--- src/lmfc_pkg.sv ---
// ----------------------------------------------------------------------------
// lmfc_pkg
// Shared types, command codes and glyph table for the LED matrix frame
// controller.
// ----------------------------------------------------------------------------
package lmfc_pkg;

  // Default geometry and fixed sizes
  localparam int FRAME_ROWS_DEF = 5;
  localparam int FRAME_COLS_DEF = 7;
  localparam int SHADOW_DEPTH   = 8;
  localparam int NUM_MAX        = 99;

  // Command codes
  localparam logic [3:0] FN_CLEAR  = 4'd0;
  localparam logic [3:0] FN_LED    = 4'd1;
  localparam logic [3:0] FN_ROW    = 4'd2;
  localparam logic [3:0] FN_COL    = 4'd3;
  localparam logic [3:0] FN_LOAD   = 4'd4;
  localparam logic [3:0] FN_REDRAW = 4'd5;
  localparam logic [3:0] FN_LEFT   = 4'd6;
  localparam logic [3:0] FN_RIGHT  = 4'd7;
  localparam logic [3:0] FN_UP     = 4'd8;
  localparam logic [3:0] FN_DOWN   = 4'd9;
  localparam logic [3:0] FN_NUMBER = 4'd10;
  localparam logic [3:0] FN_RAWCOL = 4'd11;

  // Controller to datapath command bundle
  typedef struct packed {
    logic       load;   // capture input word payload
    logic       prep;   // apply frame update for the current command
    logic       step;   // produce one register write
    logic [3:0] op;     // current command code
    logic [2:0] row;    // frame row under work
    logic [2:0] col;    // column under work
    logic       last;   // this write ends the command
  } dp_cmd_t;

  // 3x5 digit glyphs, one row of all ten digits per table
  localparam logic [2:0] GLYPH_R0 [10] = '{3'd7, 3'd1, 3'd7, 3'd7, 3'd1,
                                           3'd7, 3'd7, 3'd1, 3'd7, 3'd7};
  localparam logic [2:0] GLYPH_R1 [10] = '{3'd5, 3'd1, 3'd4, 3'd1, 3'd1,
                                           3'd1, 3'd5, 3'd1, 3'd5, 3'd1};
  localparam logic [2:0] GLYPH_R2 [10] = '{3'd5, 3'd1, 3'd7, 3'd3, 3'd7,
                                           3'd7, 3'd7, 3'd1, 3'd7, 3'd7};
  localparam logic [2:0] GLYPH_R3 [10] = '{3'd5, 3'd1, 3'd1, 3'd1, 3'd5,
                                           3'd4, 3'd4, 3'd1, 3'd5, 3'd5};
  localparam logic [2:0] GLYPH_R4 [10] = '{3'd7, 3'd3, 3'd7, 3'd7, 3'd5,
                                           3'd7, 3'd7, 3'd7, 3'd7, 3'd7};

  // Glyph bits for one digit; rows below the glyph are blank
  function automatic logic [2:0] glyph_bits(input logic [2:0] gr, input logic [3:0] d);
    logic [2:0] g;
    case (gr)
      3'd0:    g = GLYPH_R0[d];
      3'd1:    g = GLYPH_R1[d];
      3'd2:    g = GLYPH_R2[d];
      3'd3:    g = GLYPH_R3[d];
      3'd4:    g = GLYPH_R4[d];
      default: g = 3'd0;
    endcase
    return g;
  endfunction

endpackage

--- src/led_matrix_frame_controller_unit.sv ---
// ----------------------------------------------------------------------------
// led_matrix_frame_controller_unit
// Command engine for a 5x7 LED matrix behind an 8-digit display driver.
//
//   channel  direction  handshake             words
//   in_      input      in_valid / in_ready   func, row, col, led_on, pattern,
//                                             shown_number
//   out_     output     out_valid / out_ready reg_opcode, reg_data, last_write
//
// A command is accepted, passes the frame update state, then issues one
// register write per step: N writes, N from 1 up to FRAME_ROWS*FRAME_COLS
// (35), set by the row/column walk of the sequencer. Commands that write
// nothing stay idle after the accept. Reset clears frame and shadow at once.
// A stalled output holds the walk; a new command is taken once the last
// write of the previous one sits in the output register.
// ----------------------------------------------------------------------------
module led_matrix_frame_controller_unit
  import lmfc_pkg::*;
#(
  parameter int FRAME_ROWS = FRAME_ROWS_DEF,
  parameter int FRAME_COLS = FRAME_COLS_DEF
) (
  input  logic       clk,
  input  logic       rst_n,
  input  logic       in_valid,
  output logic       in_ready,
  input  logic [3:0] in_func,
  input  logic [2:0] in_row_index,
  input  logic [2:0] in_col_index,
  input  logic       in_led_on,
  input  logic [7:0] in_pattern,
  input  logic [6:0] in_shown_number,
  output logic       out_valid,
  input  logic       out_ready,
  output logic [3:0] out_reg_opcode,
  output logic [7:0] out_reg_data,
  output logic       out_last_write
);

  dp_cmd_t cmd;

  lmfc_ctrl #(
    .FRAME_ROWS(FRAME_ROWS),
    .FRAME_COLS(FRAME_COLS)
  ) u_ctrl (
    .clk         (clk),
    .rst_n       (rst_n),
    .in_valid    (in_valid),
    .in_ready    (in_ready),
    .in_func     (in_func),
    .in_row_index(in_row_index),
    .in_col_index(in_col_index),
    .out_valid   (out_valid),
    .out_ready   (out_ready),
    .cmd         (cmd)
  );

  lmfc_dpath #(
    .FRAME_ROWS(FRAME_ROWS),
    .FRAME_COLS(FRAME_COLS)
  ) u_dpath (
    .clk            (clk),
    .rst_n          (rst_n),
    .cmd            (cmd),
    .in_led_on      (in_led_on),
    .in_pattern     (in_pattern),
    .in_shown_number(in_shown_number),
    .out_reg_opcode (out_reg_opcode),
    .out_reg_data   (out_reg_data),
    .out_last_write (out_last_write)
  );

  // The final write step hands the sequencer back to idle
  a_last_idle: assert property (@(posedge clk) disable iff (!rst_n)
    (cmd.step && cmd.last) |=> in_ready)
    else $error("input still closed after the final write");

  // A write step never overwrites an unconsumed output word
  a_step_space: assert property (@(posedge clk) disable iff (!rst_n)
    cmd.step |-> (!out_valid || out_ready))
    else $error("write step over a pending output word");

  // The frame update cycle is followed by the write walk
  a_prep_busy: assert property (@(posedge clk) disable iff (!rst_n)
    cmd.prep |=> !in_ready)
    else $error("idle right after frame update");

  // Each step produces a valid output word
  a_step_valid: assert property (@(posedge clk) disable iff (!rst_n)
    cmd.step |=> out_valid)
    else $error("write step without output word");

endmodule

--- src/lmfc_ctrl.sv ---
// ----------------------------------------------------------------------------
// lmfc_ctrl
// Command sequencer: decodes a command word, runs the frame update cycle and
// walks rows and columns, issuing one register write per step.
// ----------------------------------------------------------------------------
module lmfc_ctrl
  import lmfc_pkg::*;
#(
  parameter int FRAME_ROWS = FRAME_ROWS_DEF,
  parameter int FRAME_COLS = FRAME_COLS_DEF
) (
  input  logic       clk,
  input  logic       rst_n,
  input  logic       in_valid,
  output logic       in_ready,
  input  logic [3:0] in_func,
  input  logic [2:0] in_row_index,
  input  logic [2:0] in_col_index,
  output logic       out_valid,
  input  logic       out_ready,
  output dp_cmd_t    cmd
);

  localparam logic [1:0] S_IDLE = 2'd0;
  localparam logic [1:0] S_PREP = 2'd1;
  localparam logic [1:0] S_EMIT = 2'd2;

  localparam logic [2:0] ROW_MAX = 3'(FRAME_ROWS - 1);
  localparam logic [2:0] COL_MAX = 3'(FRAME_COLS - 1);
  localparam logic [2:0] SHD_MAX = 3'(SHADOW_DEPTH - 1);

  logic [1:0] state_r, state_nxt;
  logic [3:0] op_r, op_nxt;
  logic [2:0] row_r, row_nxt;
  logic [2:0] col_r, col_nxt;
  logic       out_valid_r, out_valid_nxt;

  logic accept, row_ok, col_ok, has_work, frame_all, single_col;
  logic space, col_end, last;

  assign accept   = in_valid && in_ready;
  assign in_ready = (state_r == S_IDLE);
  assign space    = !out_valid_r || out_ready;

  // Decode of the incoming word
  always_comb begin
    row_ok     = in_row_index < 3'(FRAME_ROWS);
    col_ok     = {1'b0, in_col_index} < 4'(FRAME_COLS);
    frame_all  = in_func inside {FN_REDRAW, FN_LEFT, FN_RIGHT, FN_UP, FN_DOWN, FN_NUMBER};
    single_col = in_func inside {FN_LED, FN_COL, FN_RAWCOL};
    case (in_func)
      FN_LED:                           has_work = row_ok && col_ok;
      FN_ROW, FN_LOAD:                  has_work = row_ok;
      FN_CLEAR, FN_COL, FN_RAWCOL:      has_work = 1'b1;
      FN_REDRAW, FN_LEFT, FN_RIGHT,
      FN_UP, FN_DOWN, FN_NUMBER:        has_work = 1'b1;
      default:                          has_work = 1'b0;
    endcase
  end

  // End of a column sweep and end of the command
  always_comb begin
    col_end = (op_r == FN_CLEAR) ? (col_r == SHD_MAX) : (col_r == COL_MAX);
    case (op_r)
      FN_CLEAR:                   last = (col_r == SHD_MAX);
      FN_LED, FN_COL, FN_RAWCOL:  last = 1'b1;
      FN_ROW, FN_LOAD:            last = (col_r == COL_MAX);
      default:                    last = (col_r == COL_MAX) && (row_r == ROW_MAX);
    endcase
  end

  // Next state
  always_comb begin
    state_nxt     = state_r;
    op_nxt        = op_r;
    row_nxt       = row_r;
    col_nxt       = col_r;
    out_valid_nxt = out_valid_r && !out_ready;
    case (state_r)
      S_IDLE: begin
        if (accept) begin
          op_nxt  = in_func;
          row_nxt = frame_all ? 3'd0 : in_row_index;
          col_nxt = single_col ? in_col_index : 3'd0;
          if (has_work) state_nxt = S_PREP;
        end
      end
      S_PREP: begin
        state_nxt = S_EMIT;
      end
      S_EMIT: begin
        if (space) begin
          out_valid_nxt = 1'b1;
          if (last) begin
            state_nxt = S_IDLE;
          end else if (col_end) begin
            col_nxt = 3'd0;
            row_nxt = row_r + 3'd1;
          end else begin
            col_nxt = col_r + 3'd1;
          end
        end
      end
      default: state_nxt = S_IDLE;
    endcase
  end

  always_ff @(posedge clk) begin
    if (!rst_n) begin
      state_r     <= S_IDLE;
      op_r        <= FN_CLEAR;
      row_r       <= 3'd0;
      col_r       <= 3'd0;
      out_valid_r <= 1'b0;
    end else begin
      state_r     <= state_nxt;
      op_r        <= op_nxt;
      row_r       <= row_nxt;
      col_r       <= col_nxt;
      out_valid_r <= out_valid_nxt;
    end
  end

  // Datapath commands
  always_comb begin
    cmd.load = accept;
    cmd.prep = (state_r == S_PREP);
    cmd.step = (state_r == S_EMIT) && space;
    cmd.op   = op_r;
    cmd.row  = row_r;
    cmd.col  = col_r;
    cmd.last = last;
  end

  assign out_valid = out_valid_r;

endmodule

--- src/lmfc_dpath.sv ---
// ----------------------------------------------------------------------------
// lmfc_dpath
// Pattern frame, column shadow and output write register. Applies frame
// updates and forms one register write per step command.
// ----------------------------------------------------------------------------
module lmfc_dpath
  import lmfc_pkg::*;
#(
  parameter int FRAME_ROWS = FRAME_ROWS_DEF,
  parameter int FRAME_COLS = FRAME_COLS_DEF
) (
  input  logic       clk,
  input  logic       rst_n,
  input  dp_cmd_t    cmd,
  input  logic       in_led_on,
  input  logic [7:0] in_pattern,
  input  logic [6:0] in_shown_number,
  output logic [3:0] out_reg_opcode,
  output logic [7:0] out_reg_data,
  output logic       out_last_write
);

  localparam int FRW = (FRAME_ROWS > 1) ? $clog2(FRAME_ROWS) : 1;
  localparam int ROT = FRAME_COLS - 1;
  localparam logic [2:0] BIT_TOP = 3'(FRAME_COLS - 1);
  localparam logic [2:0] ROW_TOP = 3'd6;

  typedef logic [FRAME_COLS-1:0] fword_t;

  fword_t     frame_r  [FRAME_ROWS];
  fword_t     frame_nxt[FRAME_ROWS];
  logic [7:0] shadow_r [SHADOW_DEPTH];

  logic       on_r;
  logic [7:0] pat_r;
  logic [3:0] tens_r, units_r;
  logic [3:0] opcode_r;
  logic [7:0] data_r;
  logic       last_r;

  logic [6:0]  num_sat;
  logic [14:0] num_prod;
  logic [3:0]  tens_c;
  logic [6:0]  units_w;

  fword_t     word_f;
  logic [7:0] word8;
  logic       bit_on;
  logic [7:0] sh_cur, led_byte, wr_data;
  logic       wr_en;
  logic [2:0] fcol;
  logic [FRW-1:0] ridx;

  // Split the number into digits: tens by reciprocal of ten
  always_comb begin
    num_sat  = (in_shown_number > 7'(NUM_MAX)) ? 7'(NUM_MAX) : in_shown_number;
    num_prod = 15'(num_sat) * 15'd205;
    tens_c   = num_prod[14:11];
    units_w  = num_sat - {tens_c, 3'b000} - {2'b00, tens_c, 1'b0};
  end

  // Payload capture on command accept
  always_ff @(posedge clk) begin
    if (cmd.load) begin
      on_r    <= in_led_on;
      pat_r   <= in_pattern;
      tens_r  <= tens_c;
      units_r <= units_w[3:0];
    end
  end

  assign ridx = cmd.row[FRW-1:0];

  // Frame update for load, rotate and number commands
  always_comb begin
    for (int i = 0; i < FRAME_ROWS; i++) frame_nxt[i] = frame_r[i];
    if (cmd.prep) begin
      case (cmd.op)
        FN_LOAD: frame_nxt[ridx] = FRAME_COLS'(pat_r);
        FN_LEFT: begin
          for (int i = 0; i < FRAME_ROWS; i++)
            frame_nxt[i] = (frame_r[i] << 1) | (frame_r[i] >> ROT);
        end
        FN_RIGHT: begin
          for (int i = 0; i < FRAME_ROWS; i++)
            frame_nxt[i] = (frame_r[i] >> 1) | (frame_r[i] << ROT);
        end
        FN_UP: begin
          frame_nxt[0] = frame_r[FRAME_ROWS-1];
          for (int i = 1; i < FRAME_ROWS; i++) frame_nxt[i] = frame_r[i-1];
        end
        FN_DOWN: begin
          frame_nxt[FRAME_ROWS-1] = frame_r[0];
          for (int i = 0; i < FRAME_ROWS - 1; i++) frame_nxt[i] = frame_r[i+1];
        end
        FN_NUMBER: begin
          for (int i = 0; i < FRAME_ROWS; i++)
            frame_nxt[i] = FRAME_COLS'({glyph_bits(3'(i), tens_r), 1'b0,
                                        glyph_bits(3'(i), units_r)});
        end
        default: ;
      endcase
    end
  end

  // One register write: pick the bit into the shadow byte, or clear/column data
  always_comb begin
    word_f   = frame_r[ridx];
    word8    = (cmd.op == FN_ROW) ? pat_r : 8'(word_f);
    fcol     = BIT_TOP - cmd.col;
    bit_on   = (cmd.op == FN_LED) ? on_r : word8[fcol];
    sh_cur   = shadow_r[cmd.col];
    led_byte = sh_cur;
    led_byte[ROW_TOP - cmd.row] = bit_on;
    case (cmd.op)
      FN_CLEAR: begin
        wr_data = 8'd0;
        wr_en   = 1'b1;
      end
      FN_COL: begin
        wr_data = {pat_r[5:0], 2'b00};
        wr_en   = 1'b1;
      end
      FN_RAWCOL: begin
        wr_data = {pat_r[5:0], 2'b00};
        wr_en   = 1'b0;
      end
      default: begin
        wr_data = led_byte;
        wr_en   = 1'b1;
      end
    endcase
  end

  // Frame and shadow storage
  always_ff @(posedge clk) begin
    if (!rst_n) begin
      for (int i = 0; i < FRAME_ROWS; i++) frame_r[i] <= '0;
      for (int k = 0; k < SHADOW_DEPTH; k++) shadow_r[k] <= 8'd0;
    end else begin
      for (int i = 0; i < FRAME_ROWS; i++) frame_r[i] <= frame_nxt[i];
      if (cmd.step && wr_en) shadow_r[cmd.col] <= wr_data;
    end
  end

  // Output write register
  always_ff @(posedge clk) begin
    if (cmd.step) begin
      opcode_r <= {1'b0, cmd.col} + 4'd1;
      data_r   <= wr_data;
      last_r   <= cmd.last;
    end
  end

  assign out_reg_opcode = opcode_r;
  assign out_reg_data   = data_r;
  assign out_last_write = last_r;

endmodule
--- config.mk ---
export PLATFORM = sky130hd
export DESIGN_NAME = led_matrix_frame_controller_unit
export DESIGN_NICKNAME = d
export VERILOG_FILES = /design/src/lmfc_pkg.sv /design/src/led_matrix_frame_controller_unit.sv /design/src/lmfc_ctrl.sv /design/src/lmfc_dpath.sv
export SDC_FILE = /design/constraint.sdc
export NUM_CORES = 1
export LEC_CHECK = 0
export ABC_AREA = 1
export BUFFER_PORTS_ARGS = -buffer_cell sky130_fd_sc_hd__buf_2
export CELL_PAD_IN_SITES_DETAIL_PLACEMENT = 0
export CELL_PAD_IN_SITES_GLOBAL_PLACEMENT = 2
export CORE_MARGIN = 1
export CORE_UTILIZATION = 38
export CTS_CLUSTER_SIZE = 8
export DETAILED_ROUTE_END_ITERATION = 8
export GPL_ROUTABILITY_DRIVEN = 1
export PLACE_DENSITY = 0.9
export RECOVER_POWER = 25
export SLEW_MARGIN = 15
export SYNTH_ARGS = -nofsm -noshare
export SYNTH_HDL_FRONTEND = slang
export SYNTH_HIERARCHICAL = 1
export SYNTH_SLANG_ARGS = --single-unit
--- constraint.sdc ---
create_clock -name clk -period 5.1 [get_ports clk]
set_input_delay 0.255 -clock clk [delete_from_list [all_inputs] [get_ports clk]]
set_output_delay 0.255 -clock clk [all_outputs]
set_load 0.05 [all_outputs]
==> flow_summary.yaml, run 1 <==
outcome:
  status: "finished, final reports clean"
timing:
  timing.hold.ws_ns: 0.0430
  setup_viol: 0
  worstMarginPinSlew_ns: 0.975
  min_period_ns: 4.17
  slew_violations: 0
  slew_headroom_pct: 34.8
  rsz0062_at_grt: "no"
  hold_viol: 0
  finalSetupTns_ns: 0
  max_freq_mhz: 240
  finClkSkew_ns: 0.0129
  period_share_pct: 81.7
finish:
  nets: 1236
  drive_above_1_share_pct: 11.6
  post-route-util_pct: 43.9
  n_antenna_cell: 0
  area_growth_pct: 11.7
  layout_commonest_cell: "nand2_1"
  most-common-layout-cells: "nand2_1, inv_1, a21oi_1, edfxtp_1, nor2_1"
  fill_cells: 2386
global_route:
  grt_pass1_wl_um: 45100
  grt.overflow.total: 0
  gr-usage-all-layers_pct: 22.9
  antenna_found_initial: 0
  grt_max_degree: 38
  grt_pass1_vias: 8096
cts:
  clkSlewWorstSetupHoldPaths_ns: 0.07
  cts-resized-gates: 0
  cts-root-buf: "clkbuf_16"
  numCtsBuffers: 17
  cts_num_sinks: 142
  cts.path.max_buffers: 2
  cts_tree: "done"
  worstSkewPairLatency_ns: 0.44
  htreeDepth: 4
synthesis:
  netlist_top_cells_area: "edfxtp_1, dfxtp_1, nand2_1, ha_1, a21oi_1"
  ys.flop_type: "edfxtp_1"
  synth_cell_types: 56
  synthMuxAreaShare_pct: 0
  synth_adder_area_share_pct: 8.95
  synth_edf_count: 94
  ys_warn_count: 6
  synth-compound-area-share_pct: 19.7
  synth_simple_gate_area_share_pct: 21.3
  synthArstFlopShare_pct: 0
  yosysTopAreaCellShare_pct: 30.2
  syn_nets: 1200
  synth-xor-area-share_pct: 0.992
  synth_seq_cells: 142
  yosys.area.top_type: "edfxtp_1"
  syn-mean-instance-area_um2: 8.43
  mappedNetlistArea_um2: 9340
  yosysSeqAreaShare_pct: 40.5
  synth_top_family_by_area: "simple AND/OR/NAND/NOR gates"
  syn_inst: 1108
routing:
  num_vias: 8355
  routed.top_layer: "met4"
  dr_wl_met3_um: 2350
  viasPerCell: 5.66
  met1Wirelength_um: 12400
  wirelength_um: 28400
  drc: 0
  drt_iter0_markers: 753
  firstDrtPassIters: 5
  post_drt_wl_per_cell_um: 19.2
  drtAntennaViolNets: 0
  met2_length_um: 12900
min_path:
  hp-start: "in_pattern[7]"
  worst_hold_path_type: "in2reg"
critical_path:
  crit_path_end_kind: "flip-flop"
  crit_fanout: 7
  crit_start: "in_shown_number[5]"
  arrival_ns: 4.37
  worst_ep_required_time_ns: 5.30
  crit_path_start_kind: "input pin"
  r2r-start: "u_ctrl/state_r[0]"
  path_class: "in2reg"
floorplanning:
  fp.dieH_um: 159
  num_rows: 56
  floorplan.core_area_um2: 23800
  start_util_pct: 39.3
  dieArea_um2: 25200
  ios: 45
  dieWidth_um: 159
power_and_ir_drop:
  cellPowerDensity_nw_per_um2: 393
  leakage_nw: 4.22
  irDropWorstVdd_v: 0.000159
place:
  routabilityCongestion: 0.874
  portBuffers: 44
  dp_hpwl_um: 20200
job:
  cap_violations: 0
-- through the flow --
step | std cells | setup slack, ns | instance area [µm²] | power, W
3_3_place_gp | 1437 | 0.584 | 9800 | 0.00284
6_report | 1476 | 0.932 | 10400 | 0.00410
3_5_place_dp | 1437 | 0.478 | 9800 | 0.00285
5_1_grt | 1476 | 0.630 | 10400 | 0.00434
4_1_cts | 1476 | 0.940 | 10500 | 0.00413
2_1_floorplan | 1108 | 0.929 | 9340 | 0.00249
-- final cells by class --
cell class	count	area, µm²	area share [%]
Timing Repair Buffer	57	310	2.97
Tap cell	319	399	3.83
Sequential cell	142	3780	36.3
Clock buffer	17	425	4.08
Multi-Input combinational cell	768	4730	45.4
Clock inverter	15	189	1.81
Inverter	158	593	5.69
-- critical path, cell delays in order --
cell and delay [ns]:
buf_2 0.13, nand2_1 0.06, inv_1 0.08, nand2_1 0.10, nand2_1 0.12, inv_1 0.10, ha_1 0.35, ha_1 0.18
or2_2 0.30, fa_1 0.39, ha_1 0.30, ha_1 0.41, nand2_1 0.11, nor2_1 0.15, nand3_1 0.09, o2111ai_1 0.13
xor2_1 0.27, ha_1 0.21, xnor2_1 0.14, xnor3_1 0.36, nand3_1 0.09, nand2_1 0.05
-- cells by family (layout without fill, tap and decap cells) --
family / Yosys count / count (layout)
simple gates: 397 / 397
buf+inv: 198 / 247
fa+ha+maj: 62 / 62
xor+xnor: 9 / 9
compound gates: 300 / 300
flops: 142 / 142
-- power breakdown --
part / switching (W) / leakage (nW) / internal [W]
combinational: 0.000936 / 2.59 / 0.000403
sequential: 0.000134 / 1.33 / 0.00136
clock: 0.000607 / 0.298 / 0.000667
-- synth_stat cells (7+ instances only) --
cell type,count
o21ai_1,7
nor3_1,10
nand2_1,186
nand4_1,28
edfxtp_1,94
ha_1,54
inv_1,138
dfxtp_1,48
buf_2,11
nor2_1,69
nand2_4,15
clkbuf_1,20
a21oi_1,108
inv_2,14
a31oi_1,18
a221oi_1,39
nand2_2,7
o22ai_1,23
nand3_1,45
fa_1,8
o21ai_0,64
-- per-layer routing --
layer,vias up,global-route usage [%]
met3,64,4.52
met1,3948,31.3
met2,362,36.3
met4,0,6.84
met5,-,0
li1,3981,-
-- worst paths after layout --
check / slack, ns / cells after the start / end
max reg2reg: 1.23 / 8 / u_dpath/shadow_r[1][3]
max: 0.93 / 22 / u_dpath/units_r[3]
min: 0.04 / 1 / u_dpath/pat_r[7]
min reg2reg: 0.52 / 2 / flip-flop
-- timing repair --
action | in CTS | in global routing
setup buffers | 0 | 0
hold buffers | 7 | 0
hold endpoints to repair | 7 | 0
(Power assumes the default switching activity.)
==> run 2: changes to the inputs <==
clock period = 4.29 ns   (was 5.1 ns; I/O delays follow)
==> run 2 against run 1 <==
Sequential share of layout area shrank 0.51 points. Cell count grew 1.4%. Register-to-register slack lost 0.80 ns. Clock skew grew 0.0044 ns. Critical path depth shrank 1. Via count grew 0.41%. Flip-flop and latch count is the same. Count of clock-buffer cells in the layout is the same. Die area is the same. First-iteration DRC count grew 27%.
==> flow_summary.yaml, run 2 (synthesis results as in run 1) <==
timing:
  timing.hold.ws_ns: 0.0433
  setup_viol: 0
  worstMarginPinSlew_ns: 0.915
  rsz0062_at_grt: "no"
  max_freq_mhz: 256
  period_share_pct: 91.0
  finClkSkew_ns: 0.0174
  min_period_ns: 3.90
  slew_headroom_pct: 39.0
  slew_violations: 0
  finalSetupTns_ns: 0
  hold_viol: 0
  fin_ws_ns: 0.387
floorplanning:
  dieWidth_um: 159
  dieArea_um2: 25200
  num_rows: 56
  floorplan.core_area_um2: 23800
  ios: 45
  fp.dieH_um: 159
  start_util_pct: 39.3
cts:
  numCtsBuffers: 17
  cts.path.max_buffers: 2
  cts-root-buf: "clkbuf_16"
  worstSkewPairLatency_ns: 0.45
  clkSlewWorstSetupHoldPaths_ns: 0.07
  htreeDepth: 4
  cts_tree: "done"
  post_cts_buffers: 0
  cts_num_sinks: 142
global_route:
  grt_pass1_vias: 8016
  antenna_found_initial: 0
  grt_pass1_wl_um: 45100
  grt_max_degree: 38
  grt.overflow.total: 0
  gr-usage-all-layers_pct: 22.9
finish:
  nets: 1256
  post-route-util_pct: 44.5
  layout.cells.non_filler: 1496
  fill_cells: 2372
  most-common-layout-cells: "nand2_1, inv_1, a21oi_1, edfxtp_1, nor2_1"
  layout_commonest_cell: "nand2_1"
  n_antenna_cell: 0
  drive_above_1_share_pct: 13.0
  area_growth_pct: 13.3
power_and_ir_drop:
  irDropWorstVdd_v: 0.000232
  leakage_nw: 4.32
  cellPowerDensity_nw_per_um2: 465
routing:
  num_vias: 8389
  drt_iter0_markers: 956
  drc: 0
  viasPerCell: 5.61
  firstDrtPassIters: 6
  drtAntennaViolNets: 0
  post_drt_wl_per_cell_um: 19.0
  wirelength_um: 28400
place:
  dp.cells: 1455
  portBuffers: 44
  dp_hpwl_um: 20400
  post-place-ws_ns: -0.166
  routabilityCongestion: 0.869
critical_path:
  crit_path_start_kind: "input pin"
  crit_fanout: 4
  path_class: "in2reg"
  worst_ep_required_time_ns: 4.49
  arrival_ns: 4.11
  crit_path_end_kind: "flip-flop"
job:
  cap_violations: 0
min_path:
  worst_hold_path_type: "in2reg"
outcome:
  status: "finished, final reports clean"
run 2: cell count changes in the layout (fill, tap and decap cells not counted), sizes merged:
| cell | previous run | this run |
|---|---|---|
| clkinv | 14 | 13 |
| dlygate4sd3 | 7 | 9 |
| inv | 159 | 160 |
| clkbuf | 35 | 36 |
| buf | 32 | 49 |
run 2: layout make-up:
cell class                      instances  area [µm²]  share of cell area, %
Tap cell                              319         399                   3.77
Sequential cell                       142        3780                   35.8
Clock inverter                         15         184                   1.74
Inverter                              158         593                   5.60
Timing Repair Buffer                   77         463                   4.38
Multi-Input combinational cell        768        4730                   44.7
Clock buffer                           17         425                   4.02
run 2: critical path, cell delays in order:
cell       delay [ns]
buf_2            0.09
nand2_1          0.04
inv_1            0.09
nor2_2           0.07
ha_1             0.29
inv_1            0.06
fa_1             0.53
inv_1            0.04
ha_1             0.31
fa_1             0.49
ha_1             0.34
a21oi_1          0.13
o21ai_0          0.09
nand2_1          0.07
o2111ai_1        0.16
xor2_1           0.20
ha_1             0.21
xnor2_1          0.20
xnor3_1          0.35
nand3_1          0.08
nand2_1          0.05
run 2: worst paths after layout:
kind | endpoint | cells after the start | slack, ns | start
hold / removal | u_dpath/units_r[0] | 3 | 0.04 | in_shown_number[0]
hold reg to reg | flip-flop | 2 | 0.53 | flip-flop
setup reg to reg | u_dpath/shadow_r[1][5] | 8 | 0.43 | u_ctrl/state_r[0]
setup / recovery | u_dpath/units_r[3] | 21 | 0.39 | in_shown_number[6]
run 2: power by group:
group          internal, W  leakage, nW  switching [W]
clock network     0.000792        0.298       0.000723
registers          0.00161         1.33       0.000161
logic             0.000517         2.68        0.00111
run 2: layer usage:
layer | part of all wire (%) | vias to the layer above | wire [µm] | track usage, %
li1 | - | 4012 | - | -
met1 | 45 | 3937 | 12700 | 31.6
met2 | 45 | 387 | 12800 | 35.4
met3 | 7.8 | 53 | 2200 | 4.34
met4 | 2.5 | 0 | 719 | 8.25
met5 | 0 | - | 0 | 0
run 2: per-stage QoR:
stage | instance area, µm² | power, W
6_report | 10600 | 0.00492
2_1_floorplan | 9340 | 0.00296
5_1_grt | 10600 | 0.00520
4_1_cts | 10600 | 0.00494
3_5_place_dp | 9930 | 0.00343
3_3_place_gp | 9930 | 0.00343
run 2: what timing repair did:
| action | 4_1_cts | 5_1_grt |
|---|---|---|
| gates resized for setup | 0 | 1 |
| hold buffers | 9 | 0 |
| hold endpoints to repair | 9 | 0 |
| setup endpoints to repair | 0 | 1 |
==> run 3: changes to the inputs <==
ABC_AREA = default   (was 1)
ABC_CLOCK_PERIOD_IN_PS = 4290   (was default)
CORE_MARGIN = 2   (was 1)
CORE_UTILIZATION = 40   (was 38)
==> run 3 against run 2 <==
The flow now finishes with violations (capacitance limit, slew limit). Global-route usage fell by 0.40 points. Critical path depth fell by 1. Total power fell by 15%. Flip-flop and latch count did not move. Wire length fell by 7.0%. Non-clock buffer count rose by 14. Combinational power fell by 36%. Register-to-register slack improved by 0.07 ns. Cell area fell by 2.1%. Area after synthesis fell by 3.2%. Critical endpoint unchanged.
==> flow_summary.yaml, run 3 <==
outcome:
  status: "complete, but fails checks"
  violations: "capacitance limit, slew limit"
floorplanning:
  num_rows: 55
  ios: 45
  floorplan.core_area_um2: 22400
  start_util_pct: 40.3
  dieArea_um2: 23800
  fp.dieH_um: 154
  dieWidth_um: 154
timing:
  timing.hold.ws_ns: 0.0839
  slew_headroom_pct: -59.0
  max_freq_mhz: 244
  slew_violations: 89
  hold_viol: 0
  rsz0062_at_grt: "no"
  min_period_ns: 4.09
  setup_viol: 0
  period_share_pct: 95.3
  finClkSkew_ns: 0.0176
  fin_ws_ns: 0.200
  worstMarginPinSlew_ns: 2.38
  finalSetupTns_ns: 0
power_and_ir_drop:
  cellPowerDensity_nw_per_um2: 403
  p_sw_share_pct: 33.8
  power_frac_seq_pct: 39.4
  p_switching_w: 0.00141
  leakage_nw: 3.97
  p_comb_share_pct: 24.9
  irDropWorstVdd_v: 0.000239
  power.share.clock_pct: 35.7
  power.internal_w: 0.00276
global_route:
  grt_max_degree: 54
  use_met2_pct: 35.2
  antenna_found_initial: 0
  grt-busiest-layer: "met2"
  gr-usage-all-layers_pct: 22.5
  grt_pass1_wl_um: 41900
  grt_pass1_vias: 7578
  grtUsageMet1_pct: 31.1
  use_met3_pct: 4.76
  grt.overflow.total: 0
finish:
  layout.cells.non_filler: 1296
  area_growth_pct: 14.6
  fill_cells: 2170
  n_antenna_cell: 0
  multi_input_area_um2: 4890
  layout_commonest_cell: "edfxtp_1"
  drive_above_1_share_pct: 13.7
  nets: 1090
  stdcell_area_um2: 10400
  seq_area_um2: 3780
  most-common-layout-cells: "edfxtp_1, a21oi_1, nand2_1, nor2_1, ha_1"
critical_path:
  arrival_ns: 4.27
  crit_start: "in_shown_number[4]"
  r2r_cells: 8
  rrSetupSlack_ns: 0.50
  path_class: "in2reg"
  r2r-end: "u_dpath/shadow_r[5][7]"
  r2r-start: "u_ctrl/state_r[1]"
  worst_ep_required_time_ns: 4.47
  crit_path_start_kind: "input pin"
  crit_path_end_kind: "flip-flop"
  endpoint: "u_dpath/units_r[3]"
  crit_fanout: 3
min_path:
  worst_hold_path_type: "in2reg"
place:
  dp_hpwl_um: 18200
  dpl-instance-area_um2: 9700
  portBuffers: 44
  routabilityCongestion: 0.816
  post-place-ws_ns: -0.302
  dp.cells: 1255
synthesis:
  yosys.area.top_type: "edfxtp_1"
  syn_nets: 1041
  netlist_top_cells_area: "edfxtp_1, dfxtp_1, ha_1, a21oi_1, a22oi_1"
  synthArstFlopShare_pct: 0
  syn_inst: 949
  yosysTopAreaCellShare_pct: 31.2
  yosysMostFrequentCell: "edfxtp_1"
  synth_seq_cells: 142
  synth_edf_count: 94
  yosysSeqAreaShare_pct: 41.8
  synth_cell_types: 71
  syn-mean-instance-area_um2: 9.53
  ys_warn_count: 6
  ys.flop_type: "edfxtp_1"
  mappedNetlistArea_um2: 9040
  netlist_top_cells_count: "edfxtp_1, a21oi_1, nand2_1, nor2_1"
cts:
  worstSkewPairLatency_ns: 0.44
  cts_num_sinks: 142
  cts-root-buf: "clkbuf_16"
  cts.path.max_buffers: 2
  numCtsBuffers: 17
  cts_tree: "done"
  clkSlewWorstSetupHoldPaths_ns: 0.07
  htreeDepth: 4
routing:
  viasPerCell: 6.02
  drtAntennaViolNets: 0
  post_drt_wl_per_cell_um: 20.4
  num_vias: 7801
  wirelength_um: 26400
  drc: 0
  firstDrtPassIters: 9
  drt_iter0_markers: 827
job:
  cap_violations: 2
[run 3: changes by cell type after synthesis, moves of 14 or more]
cell	before	now
nand4_1	28	2
inv_1	138	43
nand2_4	15	0
inv_2	14	0
a21oi_1	108	92
mux2i_1	0	15
nor2b_1	0	22
a221oi_1	39	15
nand3_1	45	22
clkbuf_1	20	51
nand2_1	186	89
o22ai_1	23	3
a22oi_1	5	52
[run 3: area by class of cell]
class | count | area share, %
clock inverter | 15 | 1.73
multi-input combinational | 701 | 47.2
inverter | 45 | 1.63
timing repair buffer | 91 | 5.41
sequential | 142 | 36.5
tap | 285 | 3.44
clock buffer | 17 | 4.11
[run 3: cell families after synthesis]
group           Yosys count  share of synthesized area, %
simple gates            282                          15.0
buf+inv                 106                          4.54
fa+ha+maj                62                          9.24
mux                      33                          4.77
compound gates          312                          23.4
flops                   142                          41.8
xor+xnor                 12                          1.16
[run 3: critical path, cell delays in order]
cell and delay (ns):
buf_2 0.12, o311ai_4 0.28, nor2b_4 0.20, inv_1 0.07, ha_1 0.30, inv_1 0.06
fa_1 0.47, inv_1 0.04, ha_1 0.28, ha_1 0.30, ha_1 0.31, a211o_1 0.31
o21bai_1 0.20, buf_4 0.17, a21o_1 0.18, nor2_1 0.17, ha_1 0.20, xnor2_1 0.14
xnor2_1 0.10, xor2_1 0.15
[run 3: per-stage QoR]
| stage | util (%) | total power [W] |
|---|---|---|
| CTS | 46.3 | 0.00420 |
| finish | 46.2 | 0.00418 |
| floorplan | - | 0.00235 |
| global placement | 43.2 | 0.00268 |
| detailed placement | 43.2 | 0.00270 |
| global route | 46.2 | 0.00439 |
[run 3: how the worst min path moves through the flow]
| stage | cells past startpoint | end | slack (ns) | start |
|---|---|---|---|---|
| global placement | 1 | u_dpath/pat_r[3] | 0.39 | in_pattern[3] |
| global route | 3 | u_ctrl/op_r[1] | 0.08 | in_func[1] |
| CTS | 3 | u_ctrl/op_r[2] | 0.07 | in_func[2] |
| finish | 3 | u_ctrl/op_r[1] | 0.08 | in_func[1] |
| detailed placement | 1 | u_dpath/pat_r[4] | 0.39 | in_pattern[4] |
| floorplan | 0 | u_dpath/on_r | 0.31 | in_led_on |
[run 3: what timing repair did]
item                                   4_1_cts  5_1_grt
setup endpoints to repair                    0        1
endpoints found under the hold margin        9        0
gates resized for setup                      0        3
hold buffers                                 9        0
setup buffers                                0        0
[run 3: power groups by stage]
stage | clock [W] | sequential (W) | combinational (W)
after CTS | 0.00152 | 0.00165 | 0.00103
after global placement | 0 | 0.00168 | 0.00101
final | 0.00149 | 0.00165 | 0.00104
after floorplan | 0 | 0.00165 | 0.000700
after detailed placement | 0 | 0.00168 | 0.00102
after global routing | 0.00158 | 0.00166 | 0.00116
[run 3: metal layers]
metal | share of wire (%) | vias up | wire (µm)
li1 | - | 3702 | -
met1 | 44 | 3686 | 11700
met2 | 46 | 367 | 12100
met3 | 8.1 | 46 | 2130
met4 | 1.8 | 0 | 484
met5 | 0 | - | 0
